`config.mk`:
```
export PLATFORM = sky130hd
export DESIGN_NAME = bsm_div_cell
export DESIGN_NICKNAME = d
export VERILOG_FILES = /design/src/hw/rtl/bsm_pkg.sv /design/src/hw/rtl/bsm_div_cell.sv
export SDC_FILE = /design/constraint.sdc
export NUM_CORES = 1
export LEC_CHECK = 0
export BUFFER_PORTS_ARGS = -buffer_cell sky130_fd_sc_hd__buf_2
export CORE_AREA = 2 2 371 373
export CTS_BUF_LIST = sky130_fd_sc_hd__clkbuf_16
export DETAILED_ROUTE_END_ITERATION = 8
export DIE_AREA = 0 0 373 375
export GPL_ROUTABILITY_DRIVEN = 0
export SLEW_MARGIN = 0
export SYNTH_ARGS = -nofsm -noshare
export SYNTH_HDL_FRONTEND = slang
export SYNTH_SLANG_ARGS = --single-unit
```
`constraint.sdc`:
```
create_clock -name clk -period 1.15 [get_ports clk]
set_input_delay 0.115 -clock clk [delete_from_list [all_inputs] [get_ports clk]]
set_output_delay 0.115 -clock clk [all_outputs]
set_load 0.02 [all_outputs]
```
`src/hw/rtl/bsm_pkg.sv`:
```
// Shared types and constants for the bounding sphere merge pipeline.
// Used by the sqrt cell, the divider cell and the top level.
package bsm_pkg;

    localparam int COORD_W = 32;
    localparam int RAD_W   = COORD_W - 1;
    localparam int DIFF_W  = COORD_W + 1;
    localparam int SQ_W    = 2 * DIFF_W;
    localparam int ROOT_W  = DIFF_W;
    localparam int SREM_W  = ROOT_W + 2;
    localparam int QUO_W   = DIFF_W + 1;
    localparam int NUM_W   = 2 * DIFF_W;

    localparam logic [RAD_W-1:0] RAD_MAX = {RAD_W{1'b1}};

    typedef enum logic [1:0] {
        OUT_FIRST  = 2'd0,
        OUT_SECOND = 2'd1,
        OUT_MERGED = 2'd2
    } bsm_outcome_t;

    typedef struct packed {
        logic signed [DIFF_W-1:0]  dx;
        logic signed [DIFF_W-1:0]  dy;
        logic signed [DIFF_W-1:0]  dz;
        logic signed [COORD_W-1:0] c1x;
        logic signed [COORD_W-1:0] c1y;
        logic signed [COORD_W-1:0] c1z;
        logic signed [COORD_W-1:0] c2x;
        logic signed [COORD_W-1:0] c2y;
        logic signed [COORD_W-1:0] c2z;
        logic [RAD_W-1:0]          r1;
        logic [RAD_W-1:0]          r2;
    } bsm_geo_t;

    typedef struct packed {
        logic signed [COORD_W-1:0] cx;
        logic signed [COORD_W-1:0] cy;
        logic signed [COORD_W-1:0] cz;
        logic [RAD_W-1:0]          radius;
        bsm_outcome_t              outcome;
    } bsm_res_t;

    typedef struct packed {
        logic [ROOT_W-1:0] rem;
        logic [QUO_W-1:0]  num;
        logic [QUO_W-1:0]  quo;
        logic              sat;
        logic              neg;
    } bsm_lane_t;

endpackage

```
`src/hw/rtl/bsm_div_cell.sv`:
```
// One digit cell of the pipelined restoring divider: one quotient bit per
// cell for each of the three axis lanes. Depends on bsm_pkg.
module bsm_div_cell (
    input  logic                          clk,
    input  logic                          rst_n,
    input  logic                          en,
    input  logic                          valid_in,
    input  bsm_pkg::bsm_res_t             res_in,
    input  logic [bsm_pkg::ROOT_W-1:0]    len_in,
    input  bsm_pkg::bsm_lane_t [2:0]      lanes_in,
    output logic                          valid_out,
    output bsm_pkg::bsm_res_t             res_out,
    output logic [bsm_pkg::ROOT_W-1:0]    len_out,
    output bsm_pkg::bsm_lane_t [2:0]      lanes_out
);
    import bsm_pkg::*;

    bsm_lane_t [2:0] lanes_next;
    logic [ROOT_W:0] rem_sh [3];
    logic [ROOT_W:0] diff [3];
    logic            take [3];

    always_comb
    begin
        for (int i = 0; i < 3; i++)
        begin
            rem_sh[i] = {lanes_in[i].rem, lanes_in[i].num[QUO_W-1]};
            diff[i]   = rem_sh[i] - {1'b0, len_in};
            take[i]   = (rem_sh[i] >= {1'b0, len_in});
            lanes_next[i].rem = take[i] ? diff[i][ROOT_W-1:0] : rem_sh[i][ROOT_W-1:0];
            lanes_next[i].num = {lanes_in[i].num[QUO_W-2:0], 1'b0};
            lanes_next[i].quo = {lanes_in[i].quo[QUO_W-2:0], take[i]};
            lanes_next[i].sat = lanes_in[i].sat;
            lanes_next[i].neg = lanes_in[i].neg;
        end
    end

    always_ff @(posedge clk or negedge rst_n)
    begin
        if (!rst_n)
        begin
            valid_out <= 1'b0;
        end
        else if (en)
        begin
            valid_out <= valid_in;
        end
    end

    always_ff @(posedge clk)
    begin
        if (en)
        begin
            res_out   <= res_in;
            len_out   <= len_in;
            lanes_out <= lanes_next;
        end
    end

endmodule

```
* Word-level counts from Yosys, hierarchy flattened
Index checks and enable logic that the tools add are counted.
Word-level totals: flip-flop bits (word level) 469, latch bits 0, RAM bits 0, bits in read-only memories 0, bits of input ports 475, output and inout port bits 472, word-level logic and storage cells 31, memories kept 0
Operators by class: $add $sub $neg 3, multipliers 0, div/mod/pow operators 0, magnitude comparators 3, equality and inequality tests 0, shifts and indexed selects 0, multiplexer cells 3, bitwise logic cells 0, reduce and logical (&&, ||, !) cells 0
Operators with widths (number):
- greater-or-equal comparator 34 x 33 -> 1 bit | 3
- 2-to-1 mux 33 bit | 3
- subtractor 33 bit | 3

* Longest topological paths before layout
Gate-level depths: netlist of run 1.
depth in word-level cells 2, mapped depth 14, depth with buffers taken out 13

* Worst setup path after synthesis of run 1
Ideal clock, no wire load.
path type input to register, start point input lanes_in[172] (netlist bit), end point register lanes_out[177] (netlist bit), data pin, setup time 0.260 ns, data arrival time 3.073 ns, required time 0.890 ns, setup slack -2.183 ns, stages on the path 14, path buffers 1, path through inv_1 > ha_1 > inv_1 > fa_1 > a211oi_1 > o21ai_1 > a2111oi_4 > o21ai_2 > nand2_2 > nand2_2 > a41o_2 > a2111oi_4 > buf_6 > mux2_4
RTL lines:
- start: declaration | RTL line bsm_div_cell.sv:10 | input bsm_pkg::bsm_lane_t [2:0] lanes_in,
- end signal: assignment | RTL line bsm_div_cell.sv:56 | lanes_out <= lanes_next;
- end: declaration | RTL line bsm_div_cell.sv:14 | output bsm_pkg::bsm_lane_t [2:0] lanes_out

==> flow_summary.yaml, run 1 <==
logic_synthesis:
  synth_seq_area_share: 0.682
  synth_enable_flop_cells: 468
  synth_top_area_share: 0.681
  synth_cell_types: 72
  yosysTopAreaCell: "edfxtp_1"
  synthAdderAreaFrac: 0.0629
  synth-simple-area-share: 0.0539
  synth-seq-cells: 469
  synth_xor_area_frac: 0.0365
  synth_area_leaders: "edfxtp_1 68%, ha_1 6.0%, xnor2_1 2.2%"
  synthArstFlopShare: 0.00213
  synth_ff_type: "edfxtp_1"
  synth-compound-area-share: 0.102
  avgSynthCellArea_um2: 15.0
  yosysWarnings: 0
  synth_top_family_by_area: "compound AO/OA/AOI/OAI gates"
  netlist_instances: 1374
  muxShareOfSynthArea: 0.0431
  synthesis.area_um2: 20600
job:
  drv_cap: 0
routing:
  drt_iter0_drc: 1377
  drc: 0
  wirelength_um: 127000
  avgRoutedWirePerCell_um: 24.6
  ant_nets: 0
  vias: 20500
  routed_via_density: 3.97
  first_pass_iters: 5
die:
  die_w_um: 373
  die_area_um2: 140000
  start_util: 0.151
  rows: 136
  die-height_um: 375
  ios: 947
  core_um2: 136000
power_and_ir_drop:
  switchingPower_mw: 17.2
  p_seq_frac: 0.381
  comb_power_share: 0.291
  max-vdd-ir-drop_uv: 1320
  p_int_mw: 39.8
  power-per-cell-area_nw_per_um2: 1370
  cellLeakagePower_nw: 17.8
  clkPwrFrac: 0.327
  swShare: 0.302
  total_power_mw: 57.1
timing:
  fin_ws_ns: -1.58
  finClkSkew_ns: 0
  period_needed_ns: 2.73
  setup_viol: 571
  report.final.slew_viol_count: 0
  hold_viol: 0
  tns_ns: -228.58
  fmax_mhz: 367
  slew_headroom: 0.652
  rsz0062_at_grt: "true"
  fin_crit_sh: 2.37
  tightest_slew_ns: 0.515
min_path:
  min_from: "lanes_in[173]"
  hold_depth: 3
  holdPathEnd: "lanes_out[174]$_DFFE_PP_"
  min_path_type: "primary input to flop"
worst_setup_path:
  crit_path_top_delay_cell: "fa_2"
  cp_num_buf_inv: 6
  critical-path-top-delay-family: "compound AO/OA/AOI/OAI gates"
  worst_ep_required_time_ns: 1.52
  crit_type: "primary input to flop"
  cpPeakStageDelay_ns: 0.34
  r2r_cells: 1
  path_cells: "buf_8 -> inv_12 -> ha_4 -> inv_2 -> fa_2 -> a211oi_2 -> o21ai_2 -> a2111oi_4 -> buf_4 -> o21ai_4 -> nand2_2 -> nand2_2 -> a41o_4 -> a2111oi_4 -> buf_6 -> buf_12 -> mux2_4"
  critPathMaxFanout: 8
  r2r-start: "valid_out$_DFFE_PN0P_"
  r2r_setup_slack_ns: 0.38
  cp_data_arrival_time_ns: 3.10
  start_kind: "primary input"
  end_kind: "flop"
  r2r-end: "valid_out$_DFFE_PN0P_"
cts:
  numCtsBuffers: 57
  cts_root_buffer: "clkbuf_16"
  clockBufferDepth: 3
  clkSinkCount: 469
  clock_latency_ns: 0.68
  clk_pin_slew_ns: 0.06
  cts_tree: "built"
  cts.htree.levels: 2
global_routing:
  overflow: 0
  antenna_found_initial: 60
  track_usage: 0.173
  grt_pass1_wl_um: 169000
  grt_pass1_vias: 21200
  grt_max_degree: 63
layout:
  syn_to_final_growth_pct: 102
  mostFrequentLayoutCells: "534 x buf_2, 470 x dlygate4sd3_1, 468 x edfxtp_1"
  nNetsFinal: 3880
  mostFrequentLayoutCell: "buf_2"
  final_layout_size_suffix_gt1_frac: 0.513
outcome:
  violations: "setup timing"
  status: "finished, violations left"
placement:
  port_buffers: 940
  dp_hpwl_um: 99200
==> worst max path at each step <==
stage	from	end	slack, ns	depth (start not counted)
2_1_floorplan	lanes_in[172]	lanes_out[177]$_DFFE_PP_	-2.13	14
3_3_place_gp	lanes_in[172]	lanes_out[176]$_DFFE_PP_	-2.55	15
3_5_place_dp	lanes_in[172]	lanes_out[174]$_DFFE_PP_	-2.57	15
4_1_cts	lanes_in[172]	lanes_out[180]$_DFFE_PP_	-1.51	17
5_1_grt	lanes_in[172]	lanes_out[181]$_DFFE_PP_	-1.65	17
6_report	lanes_in[172]	lanes_out[180]$_DFFE_PP_	-1.58	17
==> kinds of logic (layout without fill, tap and decap cells) <==
logic type | Yosys count | after routing
other cells | 1 | 20
fa+ha+maj | 102 | 102
simple gates | 227 | 227
xor+xnor | 86 | 86
buf+inv | 93 | 2067
mux | 70 | 70
flops | 469 | 469
compound gates | 326 | 326
==> layer usage <==
layer	vias to the layer above	track usage	part of all wire	routed length, µm
li1	9199	-	-	-
met1	10100	0.195	0.37	47300
met2	962	0.293	0.48	60400
met3	261	0.0684	0.10	13000
met4	30	0.0657	0.047	5920
met5	-	0	0.0016	207
==> state kept, by name, indices dropped and copies added (netlist names) <==
| name | flops |
|---|---|
| res_out | 129 |
| len_out | 33 |
| lanes_out | 306 |
| valid_out | 1 |
==> metrics by stage <==
step / worst slack (ns) / utilization / hold slack, ns / std cells / cell area [µm²]
after floorplan: -2.13 / - / -0.181 / 1376 / 20900
after global placement: -2.55 / 0.229 / -0.110 / 4523 / 31300
final: -1.58 / 0.306 / 0.0272 / 5161 / 41800
after detailed placement: -2.57 / 0.229 / -0.108 / 4523 / 31300
after CTS: -1.51 / 0.300 / -0.0128 / 5139 / 40900
after global routing: -1.65 / 0.306 / 0.0204 / 5148 / 41700
==> power by group through the flow <==
stage | registers (mW) | clock network [mW] | logic (mW)
floorplan | 23.7 | 0 | 3.55
CTS | 21.7 | 19.3 | 16.2
global route | 21.9 | 19.8 | 17.6
detailed placement | 21.7 | 0 | 12.5
global placement | 21.7 | 0 | 12.5
finish | 21.8 | 18.7 | 16.6
==> area by class of cell <==
cell class	count	area [µm²]
fill	13700	94600
timing repair buffer	1904	16300
sequential	469	14100
multi-input combinational	814	6940
tap	1794	2240
clock buffer	58	1450
clock inverter	48	440
inverter	57	241
antenna	17	42.5
==> cell usage after synthesis (all sizes together) (3+ instances only) <==
library cell	count
nor4	5
nor3	9
xor2	33
nand2b	8
a41oi	4
a31oi	14
a211oi	15
a221oi	4
nor2b	13
and4	5
a21boi	6
a311oi	3
clkbuf	24
nand2	78
and3	17
buf	12
o21bai	17
nand4	17
o31ai	8
o21a	14
ha	99
mux2i	3
a21oi	90
a2111oi	4
o211ai	6
inv	57
nor2	45
and2	6
mux2	67
fa	3
a21o	41
o21ai	80
nand3	18
edfxtp	468
xnor2	53
==> what timing repair did <==
item,4_1_cts,5_1_grt
setup buffers,32,14
cloned,12,1
resized for setup,788,236
hold endpoints to repair,576,0
pin swaps,64,33
hold buffers,470,0
endpoints found under the setup margin,571,571
Power figures use the tool's default switching activity.
==> run 2, diff against run 1 <==
--- a/config.mk
+++ b/config.mk
@@ -5,12 +5,12 @@
 export SDC_FILE = /design/constraint.sdc
 export NUM_CORES = 1
 export LEC_CHECK = 0
-export BUFFER_PORTS_ARGS = -buffer_cell sky130_fd_sc_hd__buf_2
+export BUFFER_PORTS_ARGS = -buffer_cell sky130_fd_sc_hd__buf_4
 export CORE_AREA = 2 2 371 373
-export CTS_BUF_LIST = sky130_fd_sc_hd__clkbuf_16
 export DETAILED_ROUTE_END_ITERATION = 8
 export DIE_AREA = 0 0 373 375
 export GPL_ROUTABILITY_DRIVEN = 0
+export SETUP_SLACK_MARGIN = 0.15
 export SLEW_MARGIN = 0
 export SYNTH_ARGS = -nofsm -noshare
 export SYNTH_HDL_FRONTEND = slang
==> run 2 against run 1 <==
Compared with the run above: the flow finishes with violations (hold timing, setup timing); combinational power rose by 4%; flip-flop and latch count did not move; global-route usage barely moved; critical endpoint is now lanes_out[179]$_DFFE_PP_; largest cell class unchanged; largest power group unchanged; highest routed layer unchanged.
==> flow_summary.yaml, run 2 (synthesis results as in run 1) <==
placement:
  pre_cts_slack_ns: -2.50
  port_buffers: 940
  placed_cell_area_um2: 33600
  dp_hpwl_um: 100000
  dp.cells: 4519
timing:
  finClkSkew_ns: 0
  tightest_slew_ns: 0.668
  report.final.slew_viol_count: 0
  fin_crit_sh: 2.47
  fin_ws_ns: -1.69
  slew_headroom: 0.550
  hold_viol: 4
  hold-worst-slack_ns: -0.218
  rsz0062_at_grt: "true"
  fmax_mhz: 352
  setup_viol: 571
  period_needed_ns: 2.84
job:
  drv_cap: 0
power_and_ir_drop:
  power-per-cell-area_nw_per_um2: 1350
  cellLeakagePower_nw: 18.4
  max-vdd-ir-drop_uv: 1300
layout:
  final_cells: 5148
  nNetsFinal: 3872
  syn_to_final_growth_pct: 111
  top_regs: "lanes_out x306, res_out x129, len_out x33"
  mostFrequentLayoutCell: "buf_4"
  final_layout_size_suffix_gt1_frac: 0.518
  mostFrequentLayoutCells: "881 x buf_4, 496 x buf_6, 468 x edfxtp_1"
  largest_register_ffs: 306
  fin_area_um2: 43500
  top_register: "lanes_out"
  fillCellCount: 13400
routing:
  ant_nets: 0
  avgRoutedWirePerCell_um: 24.5
  drc: 0
  first_pass_iters: 5
  drt_iter0_drc: 1236
  vias: 20200
  wirelength_um: 126000
  routed_via_density: 3.92
outcome:
  violations: "hold timing, setup timing"
  status: "finished, violations left"
die:
  core_um2: 136000
  die_w_um: 373
  rows: 136
  start_util: 0.151
  die-height_um: 375
  die_area_um2: 140000
  ios: 947
worst_setup_path:
  crit_type: "primary input to flop"
  start_kind: "primary input"
  worst_ep_required_time_ns: 1.54
  cpPeakStageDelay_ns: 0.41
  r2r_cells: 1
  path_common_cell: "buf_12"
  cp_num_buf_inv: 6
  r2r-end: "valid_out$_DFFE_PN0P_"
  end_kind: "flop"
  path_cells: "buf_12 -> inv_12 -> ha_4 -> inv_2 -> fa_2 -> a211oi_2 -> o21ai_2 -> a2111oi_4 -> o21ai_2 -> nand2_2 -> nand2_2 -> a41o_4 -> a2111oi_4 -> buf_12 -> buf_12 -> buf_6 -> mux2_4"
  r2r-start: "valid_out$_DFFE_PN0P_"
  r2r_setup_slack_ns: 0.39
  cp_data_arrival_time_ns: 3.23
  crit_path_top_delay_cell: "a2111oi_4"
  critical-path-top-delay-family: "compound AO/OA/AOI/OAI gates"
  critPathMaxFanout: 5
global_routing:
  grt_pass1_wl_um: 169000
  grt_pass1_vias: 21100
  grt_max_degree: 29
  track_usage: 0.173
  overflow: 0
  antenna_found_initial: 43
min_path:
  min_from: "lanes_in[69]"
  holdPathEnd: "lanes_out[70]$_DFFE_PP_"
  hold_depth: 3
  min_path_type: "primary input to flop"
cts:
  cts_root_buffer: "clkbuf_16"
  clk_pin_slew_ns: 0.06
  clkSinkCount: 469
  clock_latency_ns: 0.64
  cts_tree: "built"
  clockBufferDepth: 3
  numCtsBuffers: 58
  cts.htree.levels: 2
-- run 2: worst max path at each step --
stage | start | to | slack (ns) | cells past startpoint
after floorplan | lanes_in[172] | lanes_out[177]$_DFFE_PP_ | -2.13 | 14
after global placement | lanes_in[172] | lanes_out[200]$_DFFE_PP_ | -2.49 | 16
after detailed placement | lanes_in[172] | lanes_out[199]$_DFFE_PP_ | -2.50 | 16
after CTS | lanes_in[172] | lanes_out[174]$_DFFE_PP_ | -1.66 | 17
after global routing | lanes_in[172] | lanes_out[182]$_DFFE_PP_ | -1.81 | 17
final | lanes_in[172] | lanes_out[179]$_DFFE_PP_ | -1.69 | 17
-- run 2: through the flow --
stage | utilization | setup TNS [ns] | total power, mW | hold slack (ns)
finish | 0.319 | -214.43 | 58.9 | -0.218
global route | 0.319 | -251.70 | 61.2 | -0.265
CTS | 0.316 | -251.43 | 59.4 | -0.292
detailed placement | 0.247 | -229.53 | 35.7 | -0.108
global placement | 0.247 | -226.55 | 35.6 | -0.109
floorplan | - | -175.91 | 27.3 | -0.181
-- run 2: layout make-up --
class                           instances  area [µm²]  share of cell area
Antenna cell                           12        30.0            0.000690
Clock buffer                           67        1490              0.0341
Clock inverter                         40         529              0.0122
Inverter                               57         258             0.00592
Multi-Input combinational cell        814        7040               0.162
Sequential cell                       469       14100               0.323
Tap cell                             1794        2240              0.0515
Timing Repair Buffer                 1895       17900               0.411
-- run 2: timing repair --
action                                 in CTS  in global routing
pin swaps                                  81                 22
endpoints found under the hold margin     510                  6
cloned                                      6                  0
hold buffers                              465                  3
setup buffers                              23                 13
setup endpoints to repair                 571                724
gates resized for setup                   651                 50
-- run 2: where the power goes --
| part | leakage [nW] | internal, mW | switching [mW] |
|---|---|---|---|
| registers | 4.59 | 20.8 | 0.957 |
| clock network | 0.967 | 11.8 | 8.06 |
| logic | 12.8 | 9.10 | 8.22 |
-- run 2: layer usage --
metal  global-route usage  vias up  share of wire
met2                0.292      890           0.48
met1                0.197     9877           0.38
met5                    0        -         0.0015
met3               0.0686      199          0.098
li1                     -     9166              -
met4               0.0651       28          0.044
