<file path="config.mk">
export PLATFORM = sky130hd
export DESIGN_NAME = bsm_sqrt_cell
export DESIGN_NICKNAME = d
export VERILOG_FILES = /design/src/hw/rtl/bsm_pkg.sv /design/src/hw/rtl/bsm_sqrt_cell.sv
export SDC_FILE = /design/constraint.sdc
export NUM_CORES = 1
export LEC_CHECK = 0
export ABC_AREA = 1
export BUFFER_PORTS_ARGS = -buffer_cell sky130_fd_sc_hd__buf_2
export CORE_AREA = 2 2 387 389
export DETAILED_ROUTE_END_ITERATION = 12
export DIE_AREA = 0 0 389 391
export GPL_TIMING_DRIVEN = 0
export MAX_ROUTING_LAYER = met4
export PLACE_DENSITY = 0.32
export RECOVER_POWER = 25
export REMOVE_ABC_BUFFERS = 1
export SYNTH_ARGS = -nofsm -noshare
export SYNTH_HDL_FRONTEND = slang
export SYNTH_SLANG_ARGS = --single-unit
</file>
<file path="constraint.sdc">
create_clock -name clk -period 0.9 [get_ports clk]
set_clock_uncertainty 0.15 [all_clocks]
set_input_delay 0.18 -clock clk [delete_from_list [all_inputs] [get_ports clk]]
set_output_delay 0.18 -clock clk [all_outputs]
set_load 0.01 [all_outputs]
</file>
<file path="src/hw/rtl/bsm_pkg.sv">
// Shared types and constants for the bounding sphere merge pipeline.
// Used by the sqrt cell, the divider cell and the top level.
package bsm_pkg;

    localparam int COORD_W = 32;
    localparam int RAD_W   = COORD_W - 1;
    localparam int DIFF_W  = COORD_W + 1;
    localparam int SQ_W    = 2 * DIFF_W;
    localparam int ROOT_W  = DIFF_W;
    localparam int SREM_W  = ROOT_W + 2;
    localparam int QUO_W   = DIFF_W + 1;
    localparam int NUM_W   = 2 * DIFF_W;

    localparam logic [RAD_W-1:0] RAD_MAX = {RAD_W{1'b1}};

    typedef enum logic [1:0] {
        OUT_FIRST  = 2'd0,
        OUT_SECOND = 2'd1,
        OUT_MERGED = 2'd2
    } bsm_outcome_t;

    typedef struct packed {
        logic signed [DIFF_W-1:0]  dx;
        logic signed [DIFF_W-1:0]  dy;
        logic signed [DIFF_W-1:0]  dz;
        logic signed [COORD_W-1:0] c1x;
        logic signed [COORD_W-1:0] c1y;
        logic signed [COORD_W-1:0] c1z;
        logic signed [COORD_W-1:0] c2x;
        logic signed [COORD_W-1:0] c2y;
        logic signed [COORD_W-1:0] c2z;
        logic [RAD_W-1:0]          r1;
        logic [RAD_W-1:0]          r2;
    } bsm_geo_t;

    typedef struct packed {
        logic signed [COORD_W-1:0] cx;
        logic signed [COORD_W-1:0] cy;
        logic signed [COORD_W-1:0] cz;
        logic [RAD_W-1:0]          radius;
        bsm_outcome_t              outcome;
    } bsm_res_t;

    typedef struct packed {
        logic [ROOT_W-1:0] rem;
        logic [QUO_W-1:0]  num;
        logic [QUO_W-1:0]  quo;
        logic              sat;
        logic              neg;
    } bsm_lane_t;

endpackage

</file>
<file path="src/hw/rtl/bsm_sqrt_cell.sv">
// One digit cell of the pipelined integer square root: one root bit per cell.
// Carries the sphere geometry alongside. Depends on bsm_pkg.
module bsm_sqrt_cell (
    input  logic                       clk,
    input  logic                       rst_n,
    input  logic                       en,
    input  logic                       valid_in,
    input  bsm_pkg::bsm_geo_t          geo_in,
    input  logic [bsm_pkg::SQ_W-1:0]   n_in,
    input  logic [bsm_pkg::SREM_W-1:0] rem_in,
    input  logic [bsm_pkg::ROOT_W-1:0] root_in,
    output logic                       valid_out,
    output bsm_pkg::bsm_geo_t          geo_out,
    output logic [bsm_pkg::SQ_W-1:0]   n_out,
    output logic [bsm_pkg::SREM_W-1:0] rem_out,
    output logic [bsm_pkg::ROOT_W-1:0] root_out
);
    import bsm_pkg::*;

    logic [SREM_W+1:0] rem_sh;
    logic [SREM_W+1:0] trial;
    logic [SREM_W+1:0] diff;
    logic              take;

    always_comb
    begin
        rem_sh = {rem_in, n_in[SQ_W-1 -: 2]};
        trial  = {2'b00, root_in, 2'b01};
        diff   = rem_sh - trial;
        take   = (rem_sh >= trial);
    end

    always_ff @(posedge clk or negedge rst_n)
    begin
        if (!rst_n)
        begin
            valid_out <= 1'b0;
        end
        else if (en)
        begin
            valid_out <= valid_in;
        end
    end

    always_ff @(posedge clk)
    begin
        if (en)
        begin
            geo_out  <= geo_in;
            n_out    <= {n_in[SQ_W-3:0], 2'b00};
            rem_out  <= take ? diff[SREM_W-1:0] : rem_sh[SREM_W-1:0];
            root_out <= {root_in[ROOT_W-2:0], take};
        end
    end

endmodule

</file>
== Word-level counts from Yosys, hierarchy flattened ==
Cells that the tools add are included.

* Add/subtract/negate cells: 1
* Mux-type cells: 1
* Magnitude comparators: 1

{| class="wikitable"
|+ Operators with widths
! cell !! count
|-
| greater-or-equal comparator 37 x 35 -> 1 bit || 1
|-
| two-way mux 35 bit || 1
|-
| subtractor 35 bit || 1
|}

* Word-level logic and storage cells: 18
* Flip-flop bits (word level): 486
* Bits of input ports: 491

== Depth between registers and ports, before layout ==
Gate-level depths: netlist (run 1).

* Word-level depth: 2
* Mapped depth: 16

== Least setup slack after synthesis (run 1) ==
No wires, ideal clock.

* Kind: input-to-reg
* Start point: input root_in[22] in the netlist's numbering
* End point: register rem_out[26] in the netlist's numbering, data pin
* Path slack: -1.106 ns
* Stages on the path: 11
* Data arrival time: 1.604 ns
* Buffers on the path: 1
* Path through: inv_1 -> ha_1 -> a21oi_1 -> nand2_1 -> nand2_1 -> nand2_1 -> a21oi_1 -> nand4_4 -> buf_8 -> nand3_2 -> nand2_2

* Cells in the longest elaborated chain, start to end: 2
* Elaborated cells on any way between the ends: 3
* Those cells by class: 1 x add/sub; 1 x order compare; 1 x mux

{| class="wikitable"
|+ Ends and longest elaborated chain
! what !! line !! source
|-
| start: declaration || bsm_sqrt_cell.sv:11 || <nowiki>input logic [bsm_pkg::ROOT_W-1:0] root_in,</nowiki>
|-
| subtractor 35 bit or greater-or-equal comparator 37 x 35 -> 1 bit (tied branches) || bsm_sqrt_cell.sv:29, bsm_sqrt_cell.sv:30 ||
|-
| two-way mux 35 bit * || bsm_sqrt_cell.sv:51 || <nowiki>rem_out <= take ? diff[SREM_W-1:0] : rem_sh[SREM_W-1:0];</nowiki>
|-
| end signal: assignment || bsm_sqrt_cell.sv:51 ||
|-
| end: declaration || bsm_sqrt_cell.sv:15 || <nowiki>output logic [bsm_pkg::SREM_W-1:0] rem_out,</nowiki>
|}

Every way passes the cells marked *; elsewhere a longest branch is shown, timed or not.
A chain may end at the register's enable or synchronous reset.

== Worst setup path in the final report (run 1) ==
* Start point: register geo_out[334] in the netlist's numbering
* End point: output geo_out[334] in the netlist's numbering

{| class="wikitable"
|+ RTL lines
! what !! line !! source
|-
| start: declaration || bsm_sqrt_cell.sv:13 || <nowiki>output bsm_pkg::bsm_geo_t geo_out,</nowiki>
|-
| start signal: assignment || bsm_sqrt_cell.sv:49 || <nowiki>geo_out <= geo_in;</nowiki>
|}

No word-level cell between the ends.

==> impl_metrics.prom, run 1 <==
# TYPE chip_impl_metric gauge
chip_impl_metric{name="dieArea",unit="sq um"} 152000
chip_impl_info{name="tritoncts",value="done"} 1
chip_impl_metric{name="post_synth.cell_area_avg",unit="sq um"} 15.5
chip_impl_metric{name="finalCoreUtilization",unit=""} 0.238
chip_impl_metric{name="max_cap_violations",unit=""} 0
chip_impl_metric{name="routedLengthMet1",unit="um"} 36000
chip_impl_info{name="layout.cells.most_common",value="sky130_fd_sc_hd__buf_2"} 1
chip_impl_metric{name="synthAdderAreaFrac",unit=""} 0.0243
chip_impl_info{name="worst_path_dominant_cell_family",value="flip-flops"} 1
chip_impl_metric{name="tightestPinTransition",unit="ps"} 876
chip_impl_info{name="main_combinational_cell_family_by_area_after_synthesis",value="simple AND/OR/NAND/NOR gates"} 1
chip_impl_metric{name="fraction_of_synthesized_cell_area_taken_by_the_top_area_cell_type",unit=""} 0.810
chip_impl_metric{name="grt_pass1_wl",unit="um"} 125000
chip_impl_metric{name="clock_sinks",unit=""} 486
chip_impl_metric{name="leakagePower",unit="nW"} 14.8
chip_impl_metric{name="route.detailed.drc",unit=""} 0
chip_impl_metric{name="ys_seq_elements",unit=""} 486
chip_impl_info{name="critical_path_end_type",value="primary output"} 1
chip_impl_metric{name="min_period",unit="ps"} 1680
chip_impl_info{name="min-delay-path-class",value="primary input to flop"} 1
chip_impl_metric{name="post_synthesis_cell_count",unit=""} 1157
chip_impl_metric{name="floorplan.initialDensity",unit=""} 0.121
chip_impl_metric{name="timing.hold.ws",unit="ps"} -281
chip_impl_info{name="clock_tree.root_cell",value="sky130_fd_sc_hd__clkbuf_16"} 1
chip_impl_metric{name="global_route.overflow_total",unit=""} 0
chip_impl_metric{name="count_of_endpoints_failing_setup_in_the_final_report",unit=""} 909
chip_impl_info{name="failing_checks",value="negative hold slack, negative setup slack"} 1
chip_impl_metric{name="floorplan.die.width",unit="um"} 389
chip_impl_info{name="layout.cells.most_common_list",value="sky130_fd_sc_hd__buf_2 (872), sky130_fd_sc_hd__edfxtp_1 (485), sky130_fd_sc_hd__dlygate4sd3_1 (481)"} 1
chip_impl_metric{name="slew_violations",unit=""} 0
chip_impl_metric{name="peakVddDrop",unit="mV"} 1.26
chip_impl_metric{name="synth.cell_area",unit="sq um"} 18000
chip_impl_info{name="regToRegStartpoint",value="valid_out"} 1
chip_impl_metric{name="synth_simple_gate_area_frac",unit=""} 0.110
chip_impl_metric{name="fmax",unit="MHz"} 594
chip_impl_metric{name="dr.first_iter.drc_count",unit=""} 585
chip_impl_metric{name="setup-tns-final",unit="ps"} -422990
chip_impl_info{name="critical_path.slowest_cell",value="sky130_fd_sc_hd__edfxtp_1"} 1
chip_impl_metric{name="avgViaCountPerCell",unit=""} 3.27
chip_impl_metric{name="arrival",unit="ps"} 1350
chip_impl_metric{name="synth_xor_xnor_area_share",unit=""} 0.00828
chip_impl_metric{name="placeableCoreArea",unit="sq um"} 149000
chip_impl_metric{name="routed-wl-met2",unit="um"} 48400
chip_impl_metric{name="cts.path.max_buffers",unit=""} 3
chip_impl_metric{name="hold_vio_cnt_final",unit=""} 6
chip_impl_metric{name="synth.yosys.warnings",unit=""} 0
chip_impl_info{name="worst_setup_path_startpoint",value="geo_out[334]"} 1
chip_impl_metric{name="rows",unit=""} 142
chip_impl_metric{name="synth-compound-area-share",unit=""} 0.0131
chip_impl_metric{name="crit_path_max_fanout",unit=""} 1
chip_impl_metric{name="antenna_found_initial",unit=""} 25
chip_impl_metric{name="ioPinCount",unit=""} 979
chip_impl_metric{name="muxShareOfSynthArea",unit=""} 0.000626
chip_impl_metric{name="max_slew_margin",unit=""} 0.416
chip_impl_metric{name="fp.dieH",unit="um"} 391
chip_impl_metric{name="layout-drive-gt1-share",unit=""} 0.499
chip_impl_metric{name="fin_crit_sh",unit=""} 1.87
chip_impl_metric{name="antenna_violating_nets_left",unit=""} 0
chip_impl_metric{name="net_total_in_the_final_layout",unit=""} 3279
chip_impl_metric{name="global_route.usage.total",unit=""} 0.121
chip_impl_metric{name="worstPathRequired",unit="ps"} 570
chip_impl_metric{name="cellPowerDensity",unit="nW/um^2"} 1910
chip_impl_info{name="run_status",value="complete, but fails checks"} 1
chip_impl_metric{name="number_of_global_route_vias_before_repair",unit=""} 16224
chip_impl_info{name="rsz0062_at_grt",value="true"} 1
chip_impl_metric{name="cts_htree_levels",unit=""} 3
chip_impl_metric{name="cts.reportedPaths.clkPinSlew",unit="ps"} 50
chip_impl_metric{name="globalplace.congestion",unit=""} 0.828
chip_impl_metric{name="drtPass1Iterations",unit=""} 5
chip_impl_metric{name="cts_inserted_buffers",unit=""} 69
chip_impl_metric{name="vias",unit=""} 15567
chip_impl_metric{name="ys_types",unit=""} 37
chip_impl_info{name="synth_area_leader_cell",value="sky130_fd_sc_hd__edfxtp_1"} 1
chip_impl_metric{name="routed_wirelength",unit="um"} 93000
chip_impl_metric{name="hpwlAfterDp",unit="um"} 68600
chip_impl_metric{name="yosysSeqAreaShare",unit=""} 0.811
chip_impl_metric{name="worst-path-buf-inv",unit=""} 1
chip_impl_metric{name="clk-insertion-delay-late",unit="ps"} 640
chip_impl_metric{name="wire_per_inst",unit="um"} 19.5
chip_impl_metric{name="io_buffer_count",unit=""} 976
chip_impl_info{name="cp_cell_sequence",value="buf_2"} 1
chip_impl_metric{name="met3_length",unit="um"} 5790
chip_impl_info{name="timing.setup.critical_path_class",value="flop to primary output"} 1
chip_impl_metric{name="slowest_delay",unit="ps"} 510
chip_impl_metric{name="final.setup.worst_slack",unit="ps"} -784
chip_impl_metric{name="post-layout-total-power",unit="mW"} 67.8
chip_impl_metric{name="layout-area-overhead-vs-synth",unit="%"} 96.8
chip_impl_info{name="post_synth_main_area_contributors",value="sky130_fd_sc_hd__edfxtp_1 (81%), sky130_fd_sc_hd__nand2_1 (5.1%), sky130_fd_sc_hd__inv_1 (2.6%)"} 1
chip_impl_info{name="worst_min_delay_path_startpoint",value="rem_in[4]"} 1
chip_impl_metric{name="grt_start_max_net_pins",unit=""} 110
chip_impl_info{name="top_layer",value="met4"} 1
chip_impl_info{name="critPathLaunchType",value="flop"} 1
report_power, final:
part | leakage (nW) | internal (mW) | switching (mW)
combinational | 8.92 | 5.54 | 6.06
sequential | 4.76 | 27.1 | 0.620
clock | 1.11 | 16.8 | 11.6
metal layers:
layer	global-route usage	vias up
li1	-	7330
met1	0.131	7561
met2	0.210	555
met3	0.0341	121
met4	0.0409	0
met5	-	-
area by class of cell:
cell class	count	area, sq um
Antenna cell	12	30.0
Multi-Input combinational cell	539	4250
Fill cell	15958	113000
Timing Repair Buffer	1529	11300
Inverter	128	489
Clock inverter	39	489
Clock buffer	86	1810
Sequential cell	486	14600
Tap cell	1944	2430
flip-flops by register name, summed over array words and instances, names as in the netlist:
name / cells
root_out: 33
rem_out: 35
geo_out: 353
n_out: 64
valid_out: 1
synth_stat cells (all sizes together):
cell type    n
a21oi       27
ha          35
edfxtp     485
a21o         1
mux2         1
xor2        16
nor4         3
nor2        65
o211ai       1
and2         2
nand3       80
conb         1
o21ai        6
nand4        7
o21bai       6
nand2      266
a21boi       1
nor3         5
nand3b       8
xnor2        1
inv        128
buf         11
dfrtp        1
stage by stage:
step                std cells  worst slack, ps  cell area [sq um]
global route             4763             -866              35400
finish                   4763             -784              35400
global placement         4067            -9720              25200
floorplan                1147            -1300              17900
CTS                      4720             -868              34900
detailed placement       4072            -2490              25400
repair_timing:
| action | CTS | global route |
|---|---|---|
| buffers inserted | 41 | 18 |
| endpoints found under the hold margin | 610 | 146 |
| pin swaps | 73 | 58 |
| setup endpoints to repair | 909 | 523 |
| hold buffers | 466 | 15 |
| gates resized for setup | 425 | 87 |
| gates cloned | 16 | 0 |
cells by family (layout without fill, tap and decap cells):
logic type	count (synthesis)	in the layout
buf+inv	139	1782
simple gates	436	442
flops	486	486
xor+xnor	17	17
mux	1	1
compound gates	42	42
fa+ha+maj	35	35
other cells	1	14
worst paths after layout:
check | to | slack [ps] | cells past startpoint
max in group asynchronous | valid_out | 250 | 3
min reg2reg | valid_out | 420 | 1
max reg2reg | valid_out | -40 | 1
min | rem_out[6] | -280 | 3
max | geo_out[334] | -780 | 1
min in group asynchronous | valid_out | 250 | 3
Note: power is estimated with default switching activity, not from simulation.
==> run 2, diff against run 1 <==
--- a/config.mk
+++ b/config.mk
@@ -15,6 +15,7 @@
 export PLACE_DENSITY = 0.32
 export RECOVER_POWER = 25
 export REMOVE_ABC_BUFFERS = 1
+export SKIP_CTS_REPAIR_TIMING = 1
 export SYNTH_ARGS = -nofsm -noshare
 export SYNTH_HDL_FRONTEND = slang
 export SYNTH_SLANG_ARGS = --single-unit
==> run 2 against run 1 <==
Compared with the run above: the flow still finishes with violations (negative hold slack, negative setup slack); fmax is 0.48% lower; power is 0.12% lower; via count is 0.16% lower; sequential power hardly changed; non-clock buffer count is 2 lower; critical endpoint is now rem_out[26]; cell area is 0.19% lower; die area stayed put.
==> impl_metrics.prom, run 2 (synthesis gave the netlist of run 1 again) <==
# TYPE chip_impl_metric gauge
chip_impl_metric{name="clock_sinks",unit=""} 486
chip_impl_metric{name="fp.dieH",unit="um"} 391
chip_impl_metric{name="global_route.usage.total",unit=""} 0.110
chip_impl_metric{name="cellPowerDensity",unit="nW/um^2"} 1910
chip_impl_metric{name="final.setup.worst_slack",unit="ps"} -792
chip_impl_metric{name="hold_vio_cnt_final",unit=""} 4
chip_impl_metric{name="clk-insertion-delay-late",unit="ps"} 640
chip_impl_info{name="rsz0062_at_grt",value="true"} 1
chip_impl_metric{name="power_share_of_the_clock_group",unit=""} 0.420
chip_impl_metric{name="layout-area-overhead-vs-synth",unit="%"} 96.4
chip_impl_metric{name="power_frac_comb",unit=""} 0.170
chip_impl_metric{name="p_sw_frac",unit=""} 0.271
chip_impl_metric{name="routed_wirelength",unit="um"} 93300
chip_impl_metric{name="design_area",unit="sq um"} 35300
chip_impl_metric{name="post-layout-total-power",unit="mW"} 67.7
chip_impl_metric{name="floorplan.die.width",unit="um"} 389
chip_impl_metric{name="number_of_flip_flops_in_the_largest_register",unit=""} 353
chip_impl_metric{name="tightestPinTransition",unit="ps"} 836
chip_impl_metric{name="max_slew_margin",unit=""} 0.443
chip_impl_metric{name="power_frac_seq",unit=""} 0.410
chip_impl_metric{name="floorplan.initialDensity",unit=""} 0.121
chip_impl_metric{name="cts.reportedPaths.clkPinSlew",unit="ps"} 60
chip_impl_metric{name="cts.path.max_buffers",unit=""} 3
chip_impl_metric{name="peakVddDrop",unit="mV"} 1.22
chip_impl_metric{name="slew_violations",unit=""} 0
chip_impl_metric{name="cts_inserted_buffers",unit=""} 69
chip_impl_metric{name="ioPinCount",unit=""} 979
chip_impl_metric{name="layout-drive-gt1-share",unit=""} 0.506
chip_impl_info{name="tritoncts",value="done"} 1
chip_impl_metric{name="avgViaCountPerCell",unit=""} 3.27
chip_impl_metric{name="globalplace.congestion",unit=""} 0.828
chip_impl_metric{name="antenna_violating_nets_left",unit=""} 0
chip_impl_metric{name="finish.cell_count_without_fillers",unit=""} 4757
chip_impl_metric{name="min_period",unit="ps"} 1690
chip_impl_info{name="layout.cells.most_common_list",value="sky130_fd_sc_hd__buf_2 (874), sky130_fd_sc_hd__edfxtp_1 (485), sky130_fd_sc_hd__dlygate4sd3_1 (483)"} 1
chip_impl_metric{name="dieArea",unit="sq um"} 152000
chip_impl_info{name="failing_checks",value="negative hold slack, negative setup slack"} 1
chip_impl_metric{name="fmax",unit="MHz"} 591
chip_impl_metric{name="rows",unit=""} 142
chip_impl_info{name="layout_top_registers",value="geo_out x353, n_out x64, rem_out x35"} 1
chip_impl_metric{name="antenna_found_initial",unit=""} 21
chip_impl_metric{name="crit_path_max_fanout",unit=""} 8
chip_impl_metric{name="fin_crit_sh",unit=""} 1.88
chip_impl_metric{name="post_dp_area",unit="sq um"} 25400
chip_impl_info{name="layout.cells.most_common",value="sky130_fd_sc_hd__buf_2"} 1
chip_impl_metric{name="p_switching",unit="mW"} 18.3
chip_impl_metric{name="dr.first_iter.drc_count",unit=""} 635
chip_impl_metric{name="cts_htree_levels",unit=""} 3
chip_impl_metric{name="max_cap_violations",unit=""} 0
chip_impl_metric{name="drtPass1Iterations",unit=""} 5
chip_impl_metric{name="timing.hold.ws",unit="ps"} -287
chip_impl_info{name="critPathLaunchType",value="primary input"} 1
chip_impl_metric{name="hpwlAfterDp",unit="um"} 68600
chip_impl_metric{name="leakagePower",unit="nW"} 14.7
chip_impl_metric{name="cell_internal_pwr",unit="mW"} 49.3
chip_impl_metric{name="wire_per_inst",unit="um"} 19.6
chip_impl_info{name="min-delay-path-class",value="primary input to flop"} 1
chip_impl_metric{name="grt_start_max_net_pins",unit=""} 110
chip_impl_metric{name="global_route.overflow_total",unit=""} 0
chip_impl_metric{name="vias",unit=""} 15542
chip_impl_metric{name="route.detailed.drc",unit=""} 0
chip_impl_info{name="timing.setup.critical_path_class",value="primary input to flop"} 1
chip_impl_metric{name="grt_pass1_wl",unit="um"} 111000
chip_impl_metric{name="placeableCoreArea",unit="sq um"} 149000
chip_impl_metric{name="count_of_endpoints_failing_setup_in_the_final_report",unit=""} 909
chip_impl_metric{name="fill_cells",unit=""} 15998
chip_impl_metric{name="io_buffer_count",unit=""} 976
chip_impl_info{name="critical_path_end_type",value="flop"} 1
chip_impl_metric{name="arrival",unit="ps"} 2050
chip_impl_metric{name="worstPathRequired",unit="ps"} 1250
chip_impl_metric{name="number_of_global_route_vias_before_repair",unit=""} 13437
chip_impl_metric{name="setup-tns-final",unit="ps"} -423770
chip_impl_info{name="registers.top_by_ff_count",value="geo_out"} 1
chip_impl_metric{name="dp_cells",unit=""} 4072
chip_impl_info{name="run_status",value="complete, but fails checks"} 1
chip_impl_metric{name="net_total_in_the_final_layout",unit=""} 3276
chip_impl_info{name="clock_tree.root_cell",value="sky130_fd_sc_hd__clkbuf_16"} 1
chip_impl_metric{name="finalCoreUtilization",unit=""} 0.238
[run 2: power by group through the flow]
stage / Sequential (mW) / Combinational, mW / Clock [mW]
2_1_floorplan: 29.1 / 1.72 / 0
3_3_place_gp: 28.4 / 7.82 / 0
3_5_place_dp: 28.1 / 7.95 / 0
4_1_cts: 27.7 / 7.97 / 29.8
5_1_grt: 27.9 / 12.4 / 30.5
6_report: 27.7 / 11.5 / 28.4
[run 2: layer usage]
metal / routed length [um] / up-vias / global-route usage
met5: 0 / - / -
met4: 2580 / 0 / 0.0364
met3: 6410 / 120 / 0.0415
met2: 49000 / 561 / 0.193
met1: 35400 / 7545 / 0.112
li1: - / 7316 / -
[run 2: path summary, 6_finish.rpt]
check	startpoint	endpoint	slack, ps	cells after the start
worst min-delay path	rem_in[0]	rem_out[2]	-290	3
worst min register to register	valid_out	valid_out	430	1
worst max register to register	valid_out	valid_out	-40	1
max in group asynchronous	rst_n	valid_out	250	3
min in group asynchronous	rst_n	valid_out	250	3
worst max-delay path	root_in[15]	rem_out[26]	-790	13
[run 2: final cells by class]
| cell class | count | area (sq um) | area share |
|---|---|---|---|
| antenna | 9 | 22.5 | 0.000637 |
| clock buffer | 86 | 1810 | 0.0512 |
| clock inverter | 39 | 489 | 0.0138 |
| inverter | 128 | 513 | 0.0145 |
| multi-input combinational | 538 | 4320 | 0.122 |
| sequential | 486 | 14600 | 0.413 |
| tap | 1944 | 2430 | 0.0688 |
| timing repair buffer | 1527 | 11200 | 0.316 |
[run 2: worst max-delay path, cell delays in order]
cell                         delay, ps
sky130_fd_sc_hd__buf_8              80
sky130_fd_sc_hd__clkinvlp_4        140
sky130_fd_sc_hd__ha_4              350
sky130_fd_sc_hd__nand2_4            70
sky130_fd_sc_hd__nor2_4            120
sky130_fd_sc_hd__nand2_2            90
sky130_fd_sc_hd__nor2_4            170
sky130_fd_sc_hd__buf_6             120
sky130_fd_sc_hd__nand3_4            90
sky130_fd_sc_hd__nand4_4           200
sky130_fd_sc_hd__buf_12            180
sky130_fd_sc_hd__nand3_4           120
sky130_fd_sc_hd__nand2_4           100
[run 2: per-stage QoR]
| stage | worst slack [ps] | hold WS (ps) |
|---|---|---|
| global placement | -9720 | -193 |
| CTS | -1770 | -927 |
| finish | -792 | -287 |
| floorplan | -1300 | -266 |
| detailed placement | -2490 | -194 |
| global route | -870 | -315 |
==> run 3, diff against run 2 <==
--- a/config.mk
+++ b/config.mk
@@ -7,15 +7,14 @@
 export LEC_CHECK = 0
 export ABC_AREA = 1
 export BUFFER_PORTS_ARGS = -buffer_cell sky130_fd_sc_hd__buf_2
+export CAP_MARGIN = 15
 export CORE_AREA = 2 2 387 389
 export DETAILED_ROUTE_END_ITERATION = 12
 export DIE_AREA = 0 0 389 391
 export GPL_TIMING_DRIVEN = 0
-export MAX_ROUTING_LAYER = met4
 export PLACE_DENSITY = 0.32
 export RECOVER_POWER = 25
 export REMOVE_ABC_BUFFERS = 1
-export SKIP_CTS_REPAIR_TIMING = 1
 export SYNTH_ARGS = -nofsm -noshare
 export SYNTH_HDL_FRONTEND = slang
 export SYNTH_SLANG_ARGS = --single-unit
==> run 3 against run 2 <==
Compared with the run above: the run still ends with negative hold slack, negative setup slack left; largest power group unchanged; sequential cell count unchanged; register-to-register slack about the same; highest routed layer is now met5; final cell count about the same; die area unchanged.
==> impl_metrics.prom, run 3 (synthesis gave the netlist of run 1 again) <==
# TYPE chip_impl_metric gauge
chip_impl_info{name="run_status",value="complete, but fails checks"} 1
chip_impl_info{name="failing_checks",value="negative hold slack, negative setup slack"} 1
chip_impl_metric{name="leakagePower",unit="nW"} 14.8
chip_impl_metric{name="path_depth",unit=""} 1
chip_impl_metric{name="dieArea",unit="sq um"} 152000
chip_impl_metric{name="floorplan.die.width",unit="um"} 389
chip_impl_metric{name="routed_wirelength",unit="um"} 93100
chip_impl_metric{name="timing.hold.ws",unit="ps"} -280
chip_impl_metric{name="antenna_violating_nets_left",unit=""} 0
chip_impl_info{name="rsz0062_at_grt",value="true"} 1
chip_impl_metric{name="cell_internal_pwr",unit="mW"} 49.5
chip_impl_metric{name="post-layout-total-power",unit="mW"} 67.8
chip_impl_metric{name="slew_violations",unit=""} 0
chip_impl_metric{name="count_of_endpoints_failing_setup_in_the_final_report",unit=""} 909
chip_impl_metric{name="cts.path.max_buffers",unit=""} 3
chip_impl_metric{name="drtPass1Iterations",unit=""} 4
chip_impl_metric{name="rows",unit=""} 142
chip_impl_info{name="registers.top_by_ff_count",value="geo_out"} 1
chip_impl_metric{name="ff2ff_path_depth",unit=""} 1
chip_impl_metric{name="design_area",unit="sq um"} 35400
chip_impl_metric{name="clock_sinks",unit=""} 486
chip_impl_metric{name="max_cap_violations",unit=""} 0
chip_impl_metric{name="cellPowerDensity",unit="nW/um^2"} 1910
chip_impl_metric{name="avgViaCountPerCell",unit=""} 3.28
chip_impl_metric{name="cts_htree_levels",unit=""} 3
chip_impl_metric{name="fmax",unit="MHz"} 598
chip_impl_metric{name="power_frac_comb",unit=""} 0.171
chip_impl_metric{name="arrival",unit="ps"} 1340
chip_impl_metric{name="dr.first_iter.drc_count",unit=""} 609
chip_impl_info{name="critPathLaunchType",value="flop"} 1
chip_impl_metric{name="floorplan.initialDensity",unit=""} 0.121
chip_impl_metric{name="io_buffer_count",unit=""} 976
chip_impl_metric{name="max_slew_margin",unit=""} 0.415
chip_impl_metric{name="p_sw_frac",unit=""} 0.270
chip_impl_metric{name="route.detailed.drc",unit=""} 0
chip_impl_metric{name="dp_cells",unit=""} 4072
chip_impl_metric{name="final.setup.worst_slack",unit="ps"} -772
chip_impl_metric{name="power_frac_seq",unit=""} 0.409
chip_impl_metric{name="ioPinCount",unit=""} 979
chip_impl_metric{name="net_total_in_the_final_layout",unit=""} 3279
chip_impl_metric{name="worstPathRequired",unit="ps"} 570
chip_impl_metric{name="p_switching",unit="mW"} 18.3
chip_impl_metric{name="worst-path-buf-inv",unit=""} 1
chip_impl_metric{name="number_of_flip_flops_in_the_largest_register",unit=""} 353
chip_impl_metric{name="slowest_delay",unit="ps"} 490
chip_impl_metric{name="setup-tns-final",unit="ps"} -419730
chip_impl_metric{name="crit_path_max_fanout",unit=""} 1
chip_impl_metric{name="cts.reportedPaths.clkPinSlew",unit="ps"} 60
chip_impl_info{name="cp_cell_sequence",value="buf_2"} 1
chip_impl_metric{name="fin_crit_sh",unit=""} 1.86
chip_impl_metric{name="wire_per_inst",unit="um"} 19.6
chip_impl_metric{name="finalCoreUtilization",unit=""} 0.238
chip_impl_info{name="layout.cells.most_common_list",value="sky130_fd_sc_hd__buf_2 (870), sky130_fd_sc_hd__edfxtp_1 (485), sky130_fd_sc_hd__dlygate4sd3_1 (481)"} 1
chip_impl_metric{name="detailedPlace.worstSlack",unit="ps"} -2490
chip_impl_info{name="layout_top_registers",value="geo_out x353, n_out x64, rem_out x35"} 1
chip_impl_metric{name="min_path_cells",unit=""} 3
chip_impl_info{name="layout.cells.most_common",value="sky130_fd_sc_hd__buf_2"} 1
chip_impl_metric{name="tightestPinTransition",unit="ps"} 877
chip_impl_metric{name="fp.dieH",unit="um"} 391
chip_impl_info{name="min-delay-path-class",value="primary input to flop"} 1
chip_impl_metric{name="power_share_of_the_clock_group",unit=""} 0.419
chip_impl_info{name="clock_tree.root_cell",value="sky130_fd_sc_hd__clkbuf_16"} 1
chip_impl_metric{name="hpwlAfterDp",unit="um"} 68600
chip_impl_metric{name="min_period",unit="ps"} 1670
chip_impl_metric{name="finish.cell_count_without_fillers",unit=""} 4755
chip_impl_metric{name="globalplace.congestion",unit=""} 0.816
chip_impl_metric{name="layout-drive-gt1-share",unit=""} 0.499
chip_impl_metric{name="fill_cells",unit=""} 15962
chip_impl_info{name="critical_path.slowest_cell",value="sky130_fd_sc_hd__edfxtp_1"} 1
chip_impl_metric{name="layout-area-overhead-vs-synth",unit="%"} 96.9
chip_impl_metric{name="clk-insertion-delay-late",unit="ps"} 640
chip_impl_metric{name="vias",unit=""} 15574
chip_impl_metric{name="cts_inserted_buffers",unit=""} 69
chip_impl_metric{name="global_route.usage.total",unit=""} 0.117
chip_impl_metric{name="peakVddDrop",unit="mV"} 1.26
chip_impl_metric{name="placeableCoreArea",unit="sq um"} 149000
chip_impl_metric{name="number_of_global_route_vias_before_repair",unit=""} 16233
chip_impl_info{name="worst_path_dominant_cell_family",value="flip-flops"} 1
chip_impl_metric{name="global_route.overflow_total",unit=""} 0
chip_impl_metric{name="post_dp_area",unit="sq um"} 25400
chip_impl_metric{name="grt_pass1_wl",unit="um"} 125000
chip_impl_metric{name="grt_start_max_net_pins",unit=""} 110
chip_impl_info{name="tritoncts",value="done"} 1
chip_impl_metric{name="antenna_found_initial",unit=""} 27
chip_impl_metric{name="hold_vio_cnt_final",unit=""} 6
chip_impl_info{name="critical_path_end_type",value="primary output"} 1
chip_impl_info{name="timing.setup.critical_path_class",value="flop to primary output"} 1
-- run 3: cell type report --
class / instances / area (sq um) / area share
clock inverters: 39 / 489 / 0.0138
inverters: 128 / 487 / 0.0137
clock buffers: 86 / 1810 / 0.0511
diodes: 4 / 10.0 / 0.000283
multi-input cells: 539 / 4270 / 0.121
repair buffers: 1529 / 11300 / 0.320
well taps: 1944 / 2430 / 0.0687
flip-flops and latches: 486 / 14600 / 0.412
-- run 3: worst paths after layout --
path                              from     endpoint  slack, ps
max in group asynchronous        rst_n    valid_out        250
setup / recovery           geo_out[26]  geo_out[26]       -770
hold reg to reg              valid_out    valid_out        430
setup reg to reg             valid_out    valid_out        -40
min in group asynchronous        rst_n    valid_out        250
hold / removal               rem_in[4]   rem_out[6]       -280
-- run 3: layer usage --
layer	vias to the layer above	wire length, um	track usage
met1	7549	35400	0.129
met4	22	2880	0.0410
li1	7316	-	-
met3	138	6310	0.0382
met5	-	147	0
met2	549	48400	0.210
-- run 3: power by group through the flow --
stage,combinational [mW],clock (mW),sequential [mW]
6_report,11.6,28.4,27.8
5_1_grt,12.5,30.4,27.9
4_1_cts,11.5,29.8,27.8
3_5_place_dp,7.95,0,28.1
3_3_place_gp,7.82,0,28.4
2_1_floorplan,1.72,0,29.1
-- run 3: timing repair --
item | CTS | global route
pin swaps | 73 | 58
gates cloned | 16 | 0
resized for setup | 425 | 89
hold endpoints to repair | 610 | 146
hold buffers | 466 | 15
setup buffers | 41 | 18
endpoints found under the setup margin | 909 | 523
